## src/rtl/assert_macros.svh

```systemverilog
// Assertion macros shared by the serial command framer modules.
`ifndef ASSERT_MACROS_SVH
`define ASSERT_MACROS_SVH

// The consequent must hold in the same cycle as the antecedent.
`define ASSERT_IMPLY(label, clk, rst_n, ante, cons) \
    label: assert property (@(posedge clk) disable iff (!rst_n) (ante) |-> (cons)) \
        else $error("same-cycle implication failed");

// The consequent must hold in the cycle after the antecedent.
`define ASSERT_NEXT(label, clk, rst_n, ante, cons) \
    label: assert property (@(posedge clk) disable iff (!rst_n) (ante) |=> (cons)) \
        else $error("next-cycle implication failed");

`endif

```

## src/rtl/scf_pkg.sv

```systemverilog
// Types and constants shared by the serial command framer modules.
`timescale 1ns / 1ps

package scf_pkg;

    localparam logic [7:0] FRAME_START = 8'h02;
    localparam logic [7:0] FRAME_END   = 8'h03;

    typedef enum logic [1:0] {
        OP_ISSUE   = 2'd0,
        OP_BYTE    = 2'd1,
        OP_TIMEOUT = 2'd2
    } op_t;

    typedef enum logic [1:0] {
        KIND_TX      = 2'd0,
        KIND_PAYLOAD = 2'd1,
        KIND_STATUS  = 2'd2,
        KIND_DISCARD = 2'd3
    } kind_t;

    typedef enum logic [1:0] {
        ST_OK      = 2'd0,
        ST_BAD     = 2'd1,
        ST_TIMEOUT = 2'd2
    } status_t;

    typedef enum logic [2:0] {
        JOB_PAYLOAD = 3'd0,
        JOB_FINAL   = 3'd1,
        JOB_OK_BYTE = 3'd2,
        JOB_FRAME   = 3'd3,
        JOB_RESEND  = 3'd4
    } job_kind_t;

    typedef struct packed {
        job_kind_t   jkind;
        logic [7:0]  data;
        status_t     status;
        logic [7:0]  command;
        logic [7:0]  length;
        logic [15:0] param;
    } job_t;

endpackage

```

## src/rtl/scf_front.sv

```systemverilog
// Front end: accepts words, tracks the link state and issues output jobs.
`timescale 1ns / 1ps

module scf_front (
    input  logic              clk,
    input  logic              rst_n,
    input  logic              cfg_wr_en,
    input  logic [3:0]        cfg_wr_data,
    input  logic              accept,
    input  logic [1:0]        op,
    input  logic [7:0]        command_code,
    input  logic [15:0]       param_word,
    input  logic [7:0]        reply_length,
    input  logic [7:0]        rx_byte,
    output logic              push,
    output scf_pkg::job_t     job
);

    typedef enum logic [1:0] {
        PH_IDLE,
        PH_HEADER,
        PH_PAYLOAD
    } phase_t;

    phase_t      phase_reg, phase_next;
    logic [7:0]  byte_count_reg, byte_count_next;
    logic [7:0]  payload_sum_reg, payload_sum_next;
    logic [3:0]  attempts_left_reg, attempts_left_next;
    logic [3:0]  max_attempts_reg;
    logic [7:0]  saved_command_reg, saved_command_next;
    logic [15:0] saved_param_reg, saved_param_next;
    logic [7:0]  saved_length_reg, saved_length_next;
    logic [7:0]  header_reg [6];
    logic        header_we;

    logic [7:0]  hb5;
    logic [7:0]  psum_check;
    logic [7:0]  hsum;
    logic        header_ok;
    logic        do_check;
    logic        has_byte;
    logic        do_fail;
    logic        start_frame;
    scf_pkg::status_t fail_reason;
    logic [8:0]  payload_count;

    assign hb5        = (phase_reg == PH_HEADER) ? rx_byte : header_reg[5];
    assign psum_check = (phase_reg == PH_PAYLOAD) ? payload_sum_reg + rx_byte
                                                  : payload_sum_reg;
    assign hsum       = header_reg[1] + header_reg[2] + header_reg[3];
    assign header_ok  = (header_reg[0] == scf_pkg::FRAME_START)
                     && (header_reg[1] == saved_command_reg)
                     && (header_reg[2] == saved_length_reg)
                     && (header_reg[3] == psum_check)
                     && (header_reg[4] == hsum)
                     && (hb5 == scf_pkg::FRAME_END);
    assign payload_count = {1'b0, byte_count_reg} + 9'd1;

    always_comb
    begin
        phase_next         = phase_reg;
        byte_count_next    = byte_count_reg;
        payload_sum_next   = payload_sum_reg;
        attempts_left_next = attempts_left_reg;
        saved_command_next = saved_command_reg;
        saved_param_next   = saved_param_reg;
        saved_length_next  = saved_length_reg;
        header_we          = 1'b0;
        do_check           = 1'b0;
        has_byte           = 1'b0;
        do_fail            = 1'b0;
        start_frame        = 1'b0;
        fail_reason        = scf_pkg::ST_BAD;
        push               = 1'b0;
        job                = '0;
        job.jkind          = scf_pkg::JOB_FINAL;
        job.status         = scf_pkg::ST_OK;

        if (accept)
        begin
            case (scf_pkg::op_t'(op))
                scf_pkg::OP_ISSUE:
                begin
                    saved_command_next = command_code;
                    saved_param_next   = param_word;
                    saved_length_next  = reply_length;
                    attempts_left_next = (max_attempts_reg == 4'd0) ? 4'd0
                                                                    : max_attempts_reg - 4'd1;
                    start_frame        = 1'b1;
                    push               = 1'b1;
                    job.jkind          = scf_pkg::JOB_FRAME;
                end
                scf_pkg::OP_BYTE:
                begin
                    case (phase_reg)
                        PH_HEADER:
                        begin
                            header_we       = 1'b1;
                            byte_count_next = byte_count_reg + 8'd1;
                            if (byte_count_reg == 8'd5)
                            begin
                                phase_next      = PH_PAYLOAD;
                                byte_count_next = 8'd0;
                                if (saved_length_reg == 8'd0)
                                begin
                                    do_check = 1'b1;
                                end
                            end
                        end
                        PH_PAYLOAD:
                        begin
                            payload_sum_next = payload_sum_reg + rx_byte;
                            byte_count_next  = payload_count[7:0];
                            if (payload_count >= {1'b0, saved_length_reg})
                            begin
                                do_check = 1'b1;
                                has_byte = 1'b1;
                            end
                            else
                            begin
                                push      = 1'b1;
                                job.jkind = scf_pkg::JOB_PAYLOAD;
                                job.data  = rx_byte;
                            end
                        end
                        default:
                        begin
                        end
                    endcase
                end
                scf_pkg::OP_TIMEOUT:
                begin
                    if (phase_reg != PH_IDLE)
                    begin
                        do_fail     = 1'b1;
                        fail_reason = scf_pkg::ST_TIMEOUT;
                    end
                end
                default:
                begin
                end
            endcase
        end

        if (do_check)
        begin
            if (header_ok)
            begin
                push            = 1'b1;
                job.jkind       = has_byte ? scf_pkg::JOB_OK_BYTE : scf_pkg::JOB_FINAL;
                job.data        = rx_byte;
                job.status      = scf_pkg::ST_OK;
                phase_next      = PH_IDLE;
                byte_count_next = 8'd0;
            end
            else
            begin
                do_fail     = 1'b1;
                fail_reason = scf_pkg::ST_BAD;
            end
        end

        if (do_fail)
        begin
            push       = 1'b1;
            job.status = fail_reason;
            if (attempts_left_reg != 4'd0)
            begin
                attempts_left_next = attempts_left_reg - 4'd1;
                job.jkind          = scf_pkg::JOB_RESEND;
                start_frame        = 1'b1;
            end
            else
            begin
                job.jkind       = scf_pkg::JOB_FINAL;
                phase_next      = PH_IDLE;
                byte_count_next = 8'd0;
            end
        end

        if (start_frame)
        begin
            phase_next       = PH_HEADER;
            byte_count_next  = 8'd0;
            payload_sum_next = 8'd0;
        end

        job.command = saved_command_next;
        job.length  = saved_length_next;
        job.param   = saved_param_next;
    end

    always_ff @(posedge clk or negedge rst_n)
    begin
        if (!rst_n)
        begin
            phase_reg         <= PH_IDLE;
            byte_count_reg    <= 8'd0;
            payload_sum_reg   <= 8'd0;
            attempts_left_reg <= 4'd0;
            max_attempts_reg  <= 4'd3;
            saved_command_reg <= 8'd0;
            saved_param_reg   <= 16'd0;
            saved_length_reg  <= 8'd0;
        end
        else
        begin
            phase_reg         <= phase_next;
            byte_count_reg    <= byte_count_next;
            payload_sum_reg   <= payload_sum_next;
            attempts_left_reg <= attempts_left_next;
            saved_command_reg <= saved_command_next;
            saved_param_reg   <= saved_param_next;
            saved_length_reg  <= saved_length_next;
            if (cfg_wr_en)
            begin
                max_attempts_reg <= cfg_wr_data;
            end
        end
    end

    always_ff @(posedge clk)
    begin
        if (header_we)
        begin
            header_reg[byte_count_reg[2:0]] <= rx_byte;
        end
    end

endmodule

```

## src/rtl/scf_queue.sv

```systemverilog
// Small job queue between the front end and the output sequencer.
`timescale 1ns / 1ps

`include "assert_macros.svh"

module scf_queue #(
    parameter int DEPTH = 4
) (
    input  logic          clk,
    input  logic          rst_n,
    input  logic          push,
    input  scf_pkg::job_t push_job,
    input  logic          pop,
    output scf_pkg::job_t head_job,
    output logic          not_empty,
    output logic          full
);

    localparam int PW = (DEPTH > 1) ? $clog2(DEPTH) : 1;
    localparam int CW = $clog2(DEPTH + 1);

    scf_pkg::job_t  mem [DEPTH];
    logic [PW-1:0]  wr_ptr_reg, wr_ptr_next;
    logic [PW-1:0]  rd_ptr_reg, rd_ptr_next;
    logic [CW-1:0]  count_reg, count_next;

    assign not_empty = (count_reg != '0);
    assign full      = (count_reg == CW'(DEPTH));
    assign head_job  = mem[rd_ptr_reg];

    always_comb
    begin
        wr_ptr_next = wr_ptr_reg;
        rd_ptr_next = rd_ptr_reg;
        count_next  = count_reg;
        if (push)
        begin
            wr_ptr_next = (wr_ptr_reg == PW'(DEPTH - 1)) ? '0 : wr_ptr_reg + 1'b1;
        end
        if (pop)
        begin
            rd_ptr_next = (rd_ptr_reg == PW'(DEPTH - 1)) ? '0 : rd_ptr_reg + 1'b1;
        end
        if (push && !pop)
        begin
            count_next = count_reg + 1'b1;
        end
        else if (pop && !push)
        begin
            count_next = count_reg - 1'b1;
        end
    end

    always_ff @(posedge clk or negedge rst_n)
    begin
        if (!rst_n)
        begin
            wr_ptr_reg <= '0;
            rd_ptr_reg <= '0;
            count_reg  <= '0;
        end
        else
        begin
            wr_ptr_reg <= wr_ptr_next;
            rd_ptr_reg <= rd_ptr_next;
            count_reg  <= count_next;
        end
    end

    always_ff @(posedge clk)
    begin
        if (push)
        begin
            mem[wr_ptr_reg] <= push_job;
        end
    end

    `ASSERT_IMPLY(a_no_push_full, clk, rst_n, push, !full)
    `ASSERT_IMPLY(a_no_pop_empty, clk, rst_n, pop, not_empty)
    `ASSERT_IMPLY(a_count_bound, clk, rst_n, 1'b1, count_reg <= CW'(DEPTH))
    `ASSERT_NEXT(a_count_up, clk, rst_n, push && !pop, count_reg == $past(count_reg) + 1'b1)

endmodule

```

## src/rtl/scf_back.sv

```systemverilog
// Output sequencer: expands each job into output words behind an output register.
`timescale 1ns / 1ps

`include "assert_macros.svh"

module scf_back (
    input  logic          clk,
    input  logic          rst_n,
    input  scf_pkg::job_t head_job,
    input  logic          not_empty,
    output logic          pop,
    output logic          out_valid,
    input  logic          out_stall,
    output logic [1:0]    kind,
    output logic [7:0]    byte_value,
    output logic [1:0]    status,
    output logic          last
);

    function automatic logic [3:0] word_total(input scf_pkg::job_kind_t jk);
        logic [3:0] n;
        case (jk)
            scf_pkg::JOB_OK_BYTE: n = 4'd2;
            scf_pkg::JOB_FRAME:   n = 4'd8;
            scf_pkg::JOB_RESEND:  n = 4'd9;
            default:              n = 4'd1;
        endcase
        return n;
    endfunction

    function automatic logic [7:0] frame_byte(input scf_pkg::job_t j, input logic [2:0] idx);
        logic [7:0] b;
        case (idx)
            3'd0:    b = scf_pkg::FRAME_START;
            3'd1:    b = j.command;
            3'd2:    b = j.length;
            3'd3:    b = j.param[15:8];
            3'd4:    b = j.param[7:0];
            3'd5:    b = 8'd0;
            3'd6:    b = j.command + j.length + j.param[15:8] + j.param[7:0];
            default: b = scf_pkg::FRAME_END;
        endcase
        return b;
    endfunction

    scf_pkg::job_t    cur_job_reg;
    logic             cur_valid_reg;
    logic [3:0]       step_reg;
    logic             out_valid_reg;
    scf_pkg::kind_t   kind_reg, w_kind;
    logic [7:0]       byte_reg, w_byte;
    scf_pkg::status_t status_reg, w_status;
    logic             last_reg, w_last;

    logic             advance;
    logic             last_word;
    logic             load_cur;
    logic [2:0]       fstep;

    assign advance   = cur_valid_reg && (!out_valid_reg || !out_stall);
    assign last_word = (step_reg == word_total(cur_job_reg.jkind) - 4'd1);
    assign load_cur  = !cur_valid_reg || (advance && last_word);
    assign pop       = load_cur && not_empty;
    assign fstep     = (cur_job_reg.jkind == scf_pkg::JOB_RESEND) ? 3'(step_reg - 4'd1)
                                                                  : step_reg[2:0];

    always_comb
    begin
        w_kind   = scf_pkg::KIND_STATUS;
        w_byte   = 8'd0;
        w_status = scf_pkg::ST_OK;
        w_last   = last_word;
        case (cur_job_reg.jkind)
            scf_pkg::JOB_PAYLOAD:
            begin
                w_kind = scf_pkg::KIND_PAYLOAD;
                w_byte = cur_job_reg.data;
            end
            scf_pkg::JOB_OK_BYTE:
            begin
                if (step_reg == 4'd0)
                begin
                    w_kind = scf_pkg::KIND_PAYLOAD;
                    w_byte = cur_job_reg.data;
                end
            end
            scf_pkg::JOB_FRAME:
            begin
                w_kind = scf_pkg::KIND_TX;
                w_byte = frame_byte(cur_job_reg, fstep);
            end
            scf_pkg::JOB_RESEND:
            begin
                if (step_reg == 4'd0)
                begin
                    w_kind   = scf_pkg::KIND_DISCARD;
                    w_status = cur_job_reg.status;
                end
                else
                begin
                    w_kind = scf_pkg::KIND_TX;
                    w_byte = frame_byte(cur_job_reg, fstep);
                end
            end
            default:
            begin
                w_status = cur_job_reg.status;
            end
        endcase
    end

    always_ff @(posedge clk or negedge rst_n)
    begin
        if (!rst_n)
        begin
            cur_valid_reg <= 1'b0;
            step_reg      <= 4'd0;
            out_valid_reg <= 1'b0;
        end
        else
        begin
            if (load_cur)
            begin
                cur_valid_reg <= not_empty;
                step_reg      <= 4'd0;
            end
            else if (advance)
            begin
                step_reg <= step_reg + 4'd1;
            end
            if (advance)
            begin
                out_valid_reg <= 1'b1;
            end
            else if (!out_stall)
            begin
                out_valid_reg <= 1'b0;
            end
        end
    end

    always_ff @(posedge clk)
    begin
        if (pop)
        begin
            cur_job_reg <= head_job;
        end
        if (advance)
        begin
            kind_reg   <= w_kind;
            byte_reg   <= w_byte;
            status_reg <= w_status;
            last_reg   <= w_last;
        end
    end

    assign out_valid  = out_valid_reg;
    assign kind       = kind_reg;
    assign byte_value = byte_reg;
    assign status     = status_reg;
    assign last       = last_reg;

    `ASSERT_IMPLY(a_step_range, clk, rst_n, cur_valid_reg, step_reg < word_total(cur_job_reg.jkind))
    `ASSERT_IMPLY(a_status_last, clk, rst_n, out_valid_reg && kind_reg == scf_pkg::KIND_STATUS, last_reg)
    `ASSERT_IMPLY(a_discard_not_last, clk, rst_n, out_valid_reg && kind_reg == scf_pkg::KIND_DISCARD, !last_reg && status_reg != scf_pkg::ST_OK)

endmodule

```

## src/rtl/serial_command_framer.sv

```systemverilog
// An accepted job passes the job queue, the current-job register and the output register.
// Throughput: one input word per cycle while the job queue has room; one output word per cycle unless stalled.
// A frame expands to 8 output words and a resend to 9, so bursts are paced by the sequencer.
// Reset clears the link state, the job queue and the output valid; max_attempts resets to 3.
// Header bytes hold no reset value and are written before they are checked, or bypassed from rx_byte.
`timescale 1ns / 1ps

module serial_command_framer #(
    parameter int QUEUE_DEPTH = 4
) (
    input  logic        clk,
    input  logic        rst_n,
    input  logic        cfg_wr_en,
    input  logic [3:0]  cfg_wr_data,
    input  logic        in_valid,
    output logic        in_stall,
    input  logic [1:0]  op,
    input  logic [7:0]  command_code,
    input  logic [15:0] param_word,
    input  logic [7:0]  reply_length,
    input  logic [7:0]  rx_byte,
    output logic        out_valid,
    input  logic        out_stall,
    output logic [1:0]  kind,
    output logic [7:0]  byte_value,
    output logic [1:0]  status,
    output logic        last
);

    logic          accept;
    logic          push;
    logic          pop;
    logic          q_not_empty;
    logic          q_full;
    scf_pkg::job_t push_job;
    scf_pkg::job_t head_job;

    assign in_stall = q_full;
    assign accept   = in_valid && !q_full;

    scf_front u_front (
        .clk          (clk),
        .rst_n        (rst_n),
        .cfg_wr_en    (cfg_wr_en),
        .cfg_wr_data  (cfg_wr_data),
        .accept       (accept),
        .op           (op),
        .command_code (command_code),
        .param_word   (param_word),
        .reply_length (reply_length),
        .rx_byte      (rx_byte),
        .push         (push),
        .job          (push_job)
    );

    scf_queue #(
        .DEPTH (QUEUE_DEPTH)
    ) u_queue (
        .clk       (clk),
        .rst_n     (rst_n),
        .push      (push),
        .push_job  (push_job),
        .pop       (pop),
        .head_job  (head_job),
        .not_empty (q_not_empty),
        .full      (q_full)
    );

    scf_back u_back (
        .clk        (clk),
        .rst_n      (rst_n),
        .head_job   (head_job),
        .not_empty  (q_not_empty),
        .pop        (pop),
        .out_valid  (out_valid),
        .out_stall  (out_stall),
        .kind       (kind),
        .byte_value (byte_value),
        .status     (status),
        .last       (last)
    );

endmodule
```

## config.mk

```make
export PLATFORM = sky130hd
export DESIGN_NAME = serial_command_framer
export DESIGN_NICKNAME = d
export VERILOG_FILES = /design/src/rtl/scf_pkg.sv /design/src/rtl/scf_front.sv /design/src/rtl/scf_queue.sv /design/src/rtl/scf_back.sv /design/src/rtl/serial_command_framer.sv
export VERILOG_INCLUDE_DIRS = /design/src /design/src/rtl
export SDC_FILE = /design/constraint.sdc
export NUM_CORES = 1
export LEC_CHECK = 0
export BUFFER_PORTS_ARGS = -buffer_cell sky130_fd_sc_hd__buf_2
export CAP_MARGIN = 15
export CORE_ASPECT_RATIO = 1.5
export CORE_MARGIN = 2
export CORE_UTILIZATION = 58
export CTS_BUF_LIST = sky130_fd_sc_hd__clkbuf_4 sky130_fd_sc_hd__clkbuf_8
export CTS_CLUSTER_SIZE = 16
export DETAILED_ROUTE_END_ITERATION = 10
export GPL_ROUTABILITY_DRIVEN = 0
export PLACE_DENSITY = 0.89
export SLEW_MARGIN = 25
export SYNTH_ARGS = -nofsm -noshare
export SYNTH_HDL_FRONTEND = slang
export SYNTH_SLANG_ARGS = --single-unit
```

## constraint.sdc

```tcl
create_clock -name clk -period 4.9 [get_ports clk]
set_clock_uncertainty 0.1 [all_clocks]
set_input_delay 0.735 -clock clk [delete_from_list [all_inputs] [get_ports clk]]
set_output_delay 0.735 -clock clk [all_outputs]
set_load 0.05 [all_outputs]
```

# After elaboration in Yosys (flattened, before gate mapping)
# Memory sizes are Yosys's and may differ from the RTL's. A register that Yosys moved wholly into a read port is not among the register bits.
# Index checks and enable logic that the tools add are counted.
[totals]
ff_bits = 84
memories = 2
wordCells = 198
ramBits = 228
input_bits = 51
[classes]
n_eq_ne = 25
magnitude_cmp = 1
mux = 101
addsub = 17
reduce_logical = 34
[memory_table]
columns = ["memory", "depth", "word_bits", "read_ports", "rd_clocked_by_memory_dff", "write_ports", "line", "source"]
rows = [
  ["u_queue.mem", 4, 45, 1, 1, 1, "scf_queue.sv:22", "scf_pkg::job_t mem [DEPTH];"],
  ["u_front.header_reg", 6, 8, 6, 0, 1, "scf_front.sv:33", "logic [7:0] header_reg [6];"],
]
[ops]
columns = ["operator", "n"]
rows = [
  ["8-bit two-way mux", 20],
  ["8-bit one-hot mux with 7 select lines", 1],
  ["8-bit adder", 6],
  ["2-bit two-way mux", 21],
  ["8-bit equality test", 4],
  ["1-bit two-way mux", 32],
  ["16-bit two-way mux", 2],
  ["8-bit one-hot mux with 4 select lines", 1],
  ["4-bit two-way mux", 7],
  ["13-bit two-way mux", 2],
  ["11-bit two-way mux", 2],
  ["8-bit by 2-bit equality test with 1-bit output (second input constant)", 2],
  ["8-bit one-hot mux with 2 select lines", 1],
  ["3-bit equality test (second input constant)", 5],
  ["3-bit two-way mux", 5],
  ["3-bit by 2-bit equality test with 1-bit output (second input constant)", 4],
  ["4-bit one-hot mux with 3 select lines", 1],
  ["4-bit by 1-bit subtractor with 4-bit output (second input constant)", 3],
  ["1-bit logical AND", 11],
  ["2-bit nonzero test", 5],
  ["8-bit by 1-bit adder with 9-bit output (second input constant)", 1],
  ["9-bit by 8-bit >= comparator with 1-bit output", 1],
  ["9-bit two-way mux", 1],
  ["8-bit by 1-bit adder with 8-bit output (second input constant)", 1],
  ["other kinds (24)", 39],
]

# Longest topological paths before layout
# An unclocked memory read counts as a cell.
[logic_depth]
ltp_word = 14
depth_mapped = 18

# Modules after synthesis
# A second synthesis with hierarchy kept.
[unflattened]
hier_cells = 1094
area_unflattened_um2 = 16562.1
[by_module_without_submodules]
columns = ["mod", "cells_per_inst", "n_inst", "seq_area_each_um2", "area_per_inst_um2"]
rows = [
  ["scf_queue", 272, 1, 5580.4, 6930.4],
  ["scf_front", 528, 1, 2895.3, 5963.2],
  ["scf_back", 293, 1, 1891.8, 3654.8],
  ["serial_command_framer", 1, 1, 0.0, 13.8],
]

# Worst setup path after synthesis
# No wires, ideal clock.
[synth_timing]
path_kind = "register to register"
start = "register, netlist name u_back.cur_job_reg[44]"
end = "register u_queue.count_reg[1]"
path_stages_with_launch = 14
arrival_ns = 5.223
n_path_buf = 0
t_required_ns = 4.675
period_less_slack_ns = 5.448
path_slack_ns = -0.548
cell_sequence = "edfxtp_1 nor2b_1 nand2b_1 ha_1 or3_1 nand3_1 o2111ai_1 a21oi_1 nor2b_1 inv_1 ha_1 inv_1 fa_1 mux2_2"
[synth_between]
elab_chain_cells = 10
elab_cells_between_ends = 14
cone_classes = "1 x add/sub; 4 x eq/ne; 2 x mux; 7 x reduce/logical"
[synth_lines]
columns = ["item", "line", "source"]
rows = [
  ["3-bit equality test or 3-bit by 2-bit equality test with 1-bit output (tied branches)", "scf_back.sv:22", "case (jk)"],
  ["4-bit one-hot mux with 3 select lines *", "scf_back.sv:22", ""],
  ["4-bit by 1-bit subtractor with 4-bit output *", "scf_back.sv:61", "assign last_word = (step_reg == word_total(cur_job_reg.jkind) - 4'd1);"],
  ["4-bit equality test *", "scf_back.sv:61", ""],
  ["1-bit logical AND *", "scf_back.sv:62", "assign load_cur = !cur_valid_reg || (advance && last_word);"],
  ["1-bit logical OR *", "scf_back.sv:62", ""],
  ["1-bit logical AND *", "scf_back.sv:63", "assign pop = load_cur && not_empty;"],
  ["net pop", "serial_command_framer.sv:32", "logic pop;"],
  ["1-bit logical NOT *", "scf_queue.sv:44", "if (push && !pop)"],
  ["1-bit logical AND *", "scf_queue.sv:44", ""],
  ["3-bit two-way mux *", "scf_queue.sv:44", ""],
  ["net u_queue.count_next[1]", "scf_queue.sv:25", "logic [CW-1:0] count_reg, count_next;"],
  ["end signal: assignment", "scf_queue.sv:66", "count_reg <= count_next;"],
  ["end: declaration", "scf_queue.sv:25", ""],
]
# The timed path passes the listed nets; every way through them passes the cells marked *.
# A chain may end at the register's enable or synchronous reset.

==> results.md <==
* Die boundary height at 208 um
* H-tree levels at 2
* First-pass GRT wire length at 55,200 um
* Clk slew on worst S/H paths at 0.07 ns
* Busiest metal layer after global routing: met2
* Drt drc at 4
* Max Slew Vio Count at 0
* Max FO, Critical Path at 28
* Post CTS Setup Buffer Count at 0
* Place WS at 0.606 ns
* TritonCTS clock tree: built
* Die X at 140 um
* VDD IR max at 0.000236 V
* Share of layout cells above drive strength 1 at 19.7%
* GRT Util Overall at 24.8%
* Post-synthesis async set-or-reset flop share at 19.9%
* Hold Path Class: in2async
* Worst Path Arrival at 4.44 ns
* Final setup viols at 0
* Least-Margin Pin Slew at 0.999 ns
* Final Hold Viols at 0
* Vias in the first global route at 10,200
* Setup slack after layout at 0.659 ns
* Worst path cell trace: inv_1 > ha_1 > or2b_1 > o2111ai_1 > nor4_1 > nand4b_1 > or4_4 > a2111oi_4 > mux2i_1 > a222oi_1
* Avg Cell Area, Syn at 14.6 um^2
* Number of diodes at 0
* Initial DRC count at 931
* Mapped Area at 16,100 um^2
* Crit path max-delay family: simple AND/OR/NAND/NOR gates
* Gate count of the mapped netlist at 1,105
* Comb power frac at 32.2%
* Post-route ant nets at 0
* DR WL/cell at 22.2 um
* Seq/Total Area, Yosys at 64.4%
* Synth Net Count at 1,223
* EDFF count, synth at 286
* Hold_buf cts at 0
* Clock insertion delay at the later pin of the skew report at 0.59 ns
* CP Data Required Time at 5.10 ns
* Flop pwr share at 44.9%
* Main flop type after synthesis: edfxtp_1
* Max-Cap Viols at 0
* Met1 global-route usage at 29.0%
* Initial Utilization at 59.0%
* Critical path class: reg2reg
* TNS Setup at 0 ns
* Cell Pwr Density at 564 nW/um^2
* CTS Buf Count at 49
* Seq cells post-synth at 357
* TritonRoute pass-1 iters at 10
* Hpwl dp at 24,300 um
* Core region area at 27,300 um^2
* Worst path max stage delay at 0.85 ns
* Setup crit start kind: flop
* RSZ-0062 raised after global routing: false
* Root buffer cell: clkbuf_8
* Vias at 9,806
* Post-CTS Resized at 0
* Clock tree buffer depth at 3
* Tmin final at 4.24 ns
* Vias/cell at 6.19
* Met3 global-route usage at 3.73%
* Kind of end point of the critical path: flop
* Relative slew slack at 33.4%
* Die area at 29,100 um^2
* Clock share of power at 22.9%
* Net Sw Power at 3460 uW
* Io pins at 66
* Port bufs at 65
* Sw Share at 34.2%
* Initial antenna violation count at 0
* Post-route clock period utilization at 86.5%
* Worst path bufs/invs at 1
* # rows at 74
* Syn. warnings at 0
* Fmax at 236 MHz
* Leak at 0.00667 uW
* CTS Sinks at 357
* Outcome: finished, violations left
* Nets at 1,319
* GRT met2 Usage at 43.4%
* Largest net degree at the start of global routing at 72
* Syn-to-layout area delta at 11.1%
* Slowest-stage cell, CP: ha_1
* Int Pwr at 6640 uW
* Detailed Route WL at 35,100 um
* GRT overflow at 0
* Netlist cell types at 76
* Number of flip-flops in the largest register at 180
* Failing checks: design-rule violations
## metrics by stage
stage | power, uW | area (um^2) | hold slack (ns) | instances | utilization, %
after floorplan | 6830 | 16100 | 0.339 | 1105 | -
after global placement | 7580 | 16900 | 0.373 | 1492 | 61.8
after detailed placement | 7800 | 16900 | 0.381 | 1492 | 61.8
after CTS | 10100 | 17900 | 0.238 | 1583 | 65.5
after global routing | 10600 | 17900 | 0.114 | 1583 | 65.5
final | 10100 | 17900 | 0.0636 | 1583 | 65.5
## final timing paths
check	from	endpoint	slack (ns)	cells past startpoint
worst min-delay path	rst_n	u_queue.rd_ptr_reg[0]$_DFFE_PN0P_	0.06	1
worst max register to register	u_front.phase_reg[0]$_DFF_PN0_	u_queue.mem[1][42]$_DFFE_PP_	0.66	10
worst min register to register	u_queue.count_reg[2]$_DFFE_PN0P_	u_queue.count_reg[2]$_DFFE_PN0P_	0.39	1
min in group clk	cfg_wr_data[1]	u_front.max_attempts_reg[1]$_DFFE_PN1P_	0.29	2
max in group asynchronous	rst_n	u_back.step_reg[0]$_DFFE_PN0P_	4.07	1
worst max-delay path	u_front.phase_reg[0]$_DFF_PN0_	u_queue.mem[1][42]$_DFFE_PP_	0.66	10
## Yosys cell counts (all sizes together) (7+ instances only)
cell	count	area share [%]
nor2b	13	0.50
o22ai	8	0.31
a31oi	14	0.58
xnor2	53	2.9
edfxtp	286	53
clkbuf	24	0.57
xor2	19	1.0
nor3	15	0.50
inv	57	1.3
nor2	47	1.1
a21o	11	0.51
ha	43	3.3
fa	24	3.0
nand2	123	2.9
nand3	24	0.78
and2	7	0.27
mux2i	10	0.62
o21ai	29	0.90
a21oi	38	1.2
dfrtp	69	11
nand4	12	0.47
nand2b	15	0.58
mux2	9	0.63
nor4	7	0.31
buf	12	0.38
mux4	45	6.3
a22oi	15	0.70
## metal layers
layer | routed length [um] | part of all wire [%]
met1 | 12200 | 35
met2 | 18400 | 52
met5 | 0 | 0
met3 | 2200 | 6.3
met4 | 2360 | 6.7
## power groups by stage
stage	Combinational (uW)	Clock [uW]	Sequential, uW
global placement	3040	0	4550
floorplan	2430	0	4410
detailed placement	3210	0	4590
CTS	3240	2350	4530
global route	3550	2460	4590
finish	3250	2320	4540
## logic make-up after synthesis
kind of cell,after synthesis,synth area share [%]
buffers and inverters,93,2.28
muxes,64,7.54
xor gates and xnor gates,72,3.96
DFF,357,64.4
and+or+nand+nor,296,8.99
adders and majority gates,68,6.38
AOI/OAI and AO/OA,155,6.49
## layout by cell type (no fill, tap or decap), types with 27 or more instances in the layout
master	instances
xnor2_1	52
o21ai_0	27
mux4_2	45
buf_2	64
clkbuf_8	53
edfxtp_1	286
inv_1	57
dfrtp_1	67
nand2_1	123
nor2_1	46
a21oi_1	37
ha_1	43
## cell type report
| cell class | count | area (um^2) |
|---|---|---|
| repair buffers | 81 | 452 |
| clock buffers | 67 | 835 |
| well taps | 342 | 428 |
| flip-flops and latches | 357 | 10400 |
| fillers | 1765 | 9410 |
| inverters | 57 | 214 |
| multi-input cells | 655 | 5420 |
| clock inverters | 24 | 176 |
Power figures use the tool's default switching activity.
